File: config.mk
export PLATFORM = sky130hd
export DESIGN_NAME = nqse_check
export DESIGN_NICKNAME = d
export VERILOG_FILES = /design/src/hw/rtl/n_queens_solution_enumerator_defines.svh /design/src/hw/rtl/nqse_pkg.sv /design/src/hw/rtl/nqse_check.sv
export SDC_FILE = /design/constraint.sdc
export NUM_CORES = 1
export LEC_CHECK = 0
export BUFFER_PORTS_ARGS = -buffer_cell sky130_fd_sc_hd__buf_2
export CAP_MARGIN = 20
export CORE_ASPECT_RATIO = 2
export CORE_MARGIN = 2
export CORE_UTILIZATION = 40
export DETAILED_ROUTE_END_ITERATION = 16
export PLACE_DENSITY = 0.61
export SETUP_SLACK_MARGIN = 0.1
export SLEW_MARGIN = 40
export SYNTH_ARGS = -nofsm -noshare
export SYNTH_HDL_FRONTEND = slang
export SYNTH_SLANG_ARGS = --single-unit
File: constraint.sdc
create_clock -name vclk -period 9.15
set_clock_uncertainty 0.15 [all_clocks]
set_input_delay 0 -clock vclk [all_inputs]
set_output_delay 0 -clock vclk [all_outputs]
set_load 0.1 [all_outputs]
File: src/hw/rtl/n_queens_solution_enumerator_defines.svh
// Assertion helpers shared by the RTL that checks itself.
// Both sample on the rising clock edge and stay quiet while reset is high.
`ifndef N_QUEENS_SOLUTION_ENUMERATOR_DEFINES_SVH
`define N_QUEENS_SOLUTION_ENUMERATOR_DEFINES_SVH

// Consequent must hold in the same cycle as the antecedent.
`define NQSE_ASSERT_SAME(lbl, ante, cons, msg) \
   lbl: assert property (@(posedge clock) disable iff (reset) (ante) |-> (cons)) else $error(msg);

// Consequent must hold in the cycle after the antecedent.
`define NQSE_ASSERT_NEXT(lbl, ante, cons, msg) \
   lbl: assert property (@(posedge clock) disable iff (reset) (ante) |=> (cons)) else $error(msg);

`endif

File: src/hw/rtl/nqse_pkg.sv
`timescale 1ns / 1ps

package nqse_pkg;

   localparam int BOARD_W    = 5;
   localparam int COL_W      = 4;
   localparam int CNT_W      = 24;
   localparam int CELL_W     = 8;
   localparam int NSQ_W      = 9;
   localparam int PLACE_ROWS = 16;
   localparam int PLACE_W    = PLACE_ROWS * COL_W;

   localparam logic [CNT_W-1:0]   CNT_MAX     = 24'hFF_FFFF;
   localparam logic [BOARD_W-1:0] BOARD_RESET = 5'd8;
   localparam logic [NSQ_W-1:0]   NSQ_RESET   = 9'd64;

   typedef enum logic [1:0] {
      REQ_RESTART = 2'd0,
      REQ_NEXT    = 2'd1,
      REQ_READ    = 2'd2
   } req_code_type;

   typedef enum logic [2:0] {
      ST_IDLE,
      ST_SEARCH,
      ST_HIST_RD,
      ST_HIST_WR,
      ST_READ_WAIT,
      ST_RESP
   } state_type;

   typedef struct packed {
      logic [1:0]        req_type;
      logic [CELL_W-1:0] cell_index;
   } request_type;

   typedef struct packed {
      logic               found;
      logic               exhausted;
      logic [PLACE_W-1:0] placement;
      logic [CNT_W-1:0]   solution_count;
      logic [CNT_W-1:0]   cell_count;
   } response_type;

   typedef struct packed {
      logic clear;
      logic rd_en;
      logic wr_en;
   } hist_ctl_type;

   function automatic logic [CNT_W-1:0] sat_inc(input logic [CNT_W-1:0] value);
      sat_inc = (value == CNT_MAX) ? value : value + 1'b1;
   endfunction

endpackage

File: src/hw/rtl/nqse_check.sv
`timescale 1ns / 1ps

module nqse_check import nqse_pkg::*; #(
   parameter int MAX_BOARD = 16
) (
   input  logic [MAX_BOARD-1:0][COL_W-1:0] stack,
   input  logic [BOARD_W-1:0]              row,
   input  logic [COL_W-1:0]                col,
   output logic                            safe
);

   logic [MAX_BOARD-1:0] hit;

   // Compare the candidate column against every queen already placed above it.
   always_comb begin
      logic [COL_W-1:0]   diff;
      logic [BOARD_W-1:0] gap;
      diff = '0;
      gap  = '0;
      hit  = '0;
      for (int i = 0; i < MAX_BOARD; i++) begin
         diff   = (stack[i] > col) ? (stack[i] - col) : (col - stack[i]);
         gap    = row - BOARD_W'(i);
         hit[i] = (BOARD_W'(i) < row) && ((diff == '0) || ({1'b0, diff} == gap));
      end
   end

   assign safe = ~|hit;

endmodule

==> summary by stage <==
Place
The congestion estimate from routability-driven global placement came to ~0.96. After legalization and detailed placement, the total HPWL measured ~17000 um. Buffers placed on the I/O ports in this run total 74. Summing all placed instances gives a cell area of 7300 um^2. The number of placed instances, taps included, is around 1100.

Yosys
Counting every net in the synthesized netlist gives approximately 1100. In this run the mean area of a mapped cell was between 7 and 8 um^2. The count of cell types in the netlist is 66. The synthesized instance count is between 800 and 900. The combined area of all synthesized cells is slightly below 7000 um^2. The synthesis warning total is 0. After synthesis, flip-flops and latches occupy 0% of the total area.

Floorplan
The core outline area is 16700 um^2. The full die area is between 15000 and 20000 um^2. The die height is 188 um. After floorplanning, the core was divided into 67 placement rows.

The number of top-level design ports is 74. The starting density of the core is about two fifths. The die is between 90 and 100 um wide.

GRT
Entering global routing, the biggest net connects 34 pins. Global routing consumed, over all layers together, roughly 23% of the routing resources. The initial antenna violation count is 0.

The number of global-route vias before repair is a little under 7000. After global routing the overflow that remains totals 0. The first-pass GRT wire length is 33200 um.

Finish
Cells fill between 40% and 50% of the core in the end. In the layout the commonest cells are sky130_fd_sc_hd__ha_1, sky130_fd_sc_hd__inv_1, sky130_fd_sc_hd__buf_2. The final layout contains a sequential cell count of 0.

The area taken by flip-flops and latches is 0 um^2. The final standard cell area without fillers is approximately 7300 um^2. The number of antenna cells inserted is 0. The count of cells in the finished layout, fillers not included, comes to between 1000 and 1500. At the end of the flow, the number of nets in the layout was approximately 1200. Clock buffers in the final layout number 0.

Relative to the synthesized area, the layout overhead comes to 7.36%. The share of layout cells above drive strength 1 is about a tenth. The library cell used most frequently in the layout, excluding fill and tap cells, is sky130_fd_sc_hd__ha_1.

Power
Net switching is between 50% and 60% of the power. The net switching power is 0.332 mW. The share of total power dissipated in sequential elements is 0%. For this design the ratio of total power to cell area is approximately 77 nW/um^2.

The worst IR drop on VDD is around 35 uV. Total power for the finished layout comes to 0.564 mW. Summed over all cells, the static leakage comes to approximately 3.5 nW. Combinational logic is responsible for 100.0% of the overall power. The portion of total power attributed to the clock network is 0%.

Internal power comes to around 0.23 mW.

Setup path
The worst setup path is of the primary input to primary output kind. The highest-delay cell along the critical path is sky130_fd_sc_hd__fa_1. For the worst setup path, the data arrival time is about 4300 ps.

The kind of launch point of the worst setup path is a primary input. The last element of the critical path is safe. The critical path starts at col[1]. The worst setup path is captured at a primary output. In this design, the stage delay of the slowest critical-path cell is between 500 and 600 ps.

The critical path required time is 9000 ps. The largest fanout on the critical path is 33. Counting buffers and inverters, the worst setup path is 14 cells deep.

The critical path goes through buf_2 > buf_4 > inv_2 > buf_4 > fa_1 > a211o_1 > o211a_1 > o211a_1 > or3_1 > and3_1 > nor4_2 > nand4_1 > nor4_2 > buf_2. The number of buffers and inverters on the critical path is 5. In this design, the largest share of critical-path delay is due to buffers and inverters.

Clocking
The number of hold buffers added after cts is 0. Gates resized during post-CTS repair numbered 0. After clock tree synthesis, the setup repair step added 0 buffers.

STA
The minimum clock period is 4410 ps. Of the available clock period, the critical path in the final layout requires 48.2%. Summed over all failing endpoints, the final setup total negative slack is 0 ps. The maximum clock frequency is roughly 230 MHz. The number of pins exceeding their max-slew limit in the final report came to 0.

Setup repair after global routing left no endpoint under its margin. The count of endpoints failing setup in the final report is 0. The final number of hold-violating endpoints came to 0. At the pin with the least slew margin, the transition time is approximately 760 ps.

The max-slew headroom at the worst pin is about half.

Outcome
The run finished with clean final reports.

Detailed routing
In the routed layout, each cell is associated on average with a via count of between 5 and 6. The post-detailed-routing wire length is roughly 21000 um. For this block, the via count after detailed routing is approximately 6500. The DRC violations left is 0. The detail route stage leaves a number of antenna-violating nets equal to 0. The number of iterations in the first detailed-routing pass is 5. After the first detailed-routing iteration, the DRC count stood at ~290. After detailed routing, the average wire length per cell comes to between 15 and 20 um.

Worst hold path
The tightest min-delay check is of the primary input to primary output type.

Flow run
The tool flagged a number of max-cap violations equal to 0.
-- how the worst min path moves through the flow --
stage	depth (start not counted)	endpoint	from	slack, ps
3_3_place_gp	7	safe	stack[52]	830
3_5_place_dp	7	safe	stack[52]	800
6_report	7	safe	stack[52]	800
5_1_grt	7	safe	stack[52]	850
4_1_cts	7	safe	stack[52]	800
2_1_floorplan	4	safe	col[0]	430
-- cell usage after synthesis, drive strengths merged, types with 7 or more instances --
master	n	area [um^2]
xnor2	70	613
o211ai	8	60.1
o21ai	32	160
nor2	38	143
fa	32	641
a21oi	43	215
a21o	22	165
and3b	7	61.3
and4	11	96.3
nand3b	12	90.1
inv	99	372
nand4	16	100
nor4	13	93.8
nor2b	9	56.3
buf	15	83.8
nor3	26	145
nand2	47	176
nand3	13	65.1
clkbuf	18	67.6
a31oi	19	119
or3	9	56.3
xor2	37	324
ha	129	1610
mux2i	41	410
a211oi	15	113
-- layout make-up --
type / instances / area, um^2
multi-input cells: 736 / 6260
inverters: 103 / 387
well taps: 207 / 259
fillers: 1804 / 9380
repair buffers: 77 / 393
-- metal layers --
metal / wire [um] / global-route usage (%) / vias up
li1: - / - / 3197
met1: 7230 / 22.4 / 3139
met2: 12500 / 48.4 / 140
met3: 445 / 0.640 / 55
met4: 826 / 7.91 / 0
met5: 0 / 0 / -
-- per-stage QoR --
step | setup WS [ps] | hold WS (ps)
2_1_floorplan | 4520 | 425
3_3_place_gp | 4740 | 828
3_5_place_dp | 4720 | 800
4_1_cts | 4720 | 801
5_1_grt | 4470 | 855
6_report | 4740 | 803
-- power by group through the flow --
stage | Sequential, mW | Clock (mW) | Combinational, mW
5_1_grt | 0 | 0 | 0.619
6_report | 0 | 0 | 0.564
2_1_floorplan | 0 | 0 | 0.422
3_3_place_gp | 0 | 0 | 0.558
3_5_place_dp | 0 | 0 | 0.561
4_1_cts | 0 | 0 | 0.564
-- cells by family (layout without fill, tap and decap cells) --
kind of cell	Yosys count	after routing	share of synthesized area (%)
AO/OA/AOI/OAI	197	197	19.5
XOR/XNOR	108	108	14.1
adder cells (fa/ha/maj)	161	161	33.2
buffers and inverters	136	180	7.91
multiplexers	47	47	7.03
AND/OR/NAND/NOR	223	223	18.2
-- tightest hold or removal path, stage by stage --
cell and delay, ps:
sky130_fd_sc_hd__buf_2 110, sky130_fd_sc_hd__inv_1 50, sky130_fd_sc_hd__ha_1 180, sky130_fd_sc_hd__a32oi_1 120, sky130_fd_sc_hd__o2bb2ai_1 150, sky130_fd_sc_hd__nor4_2 60
sky130_fd_sc_hd__buf_2 290
(Power assumes the default switching activity.)
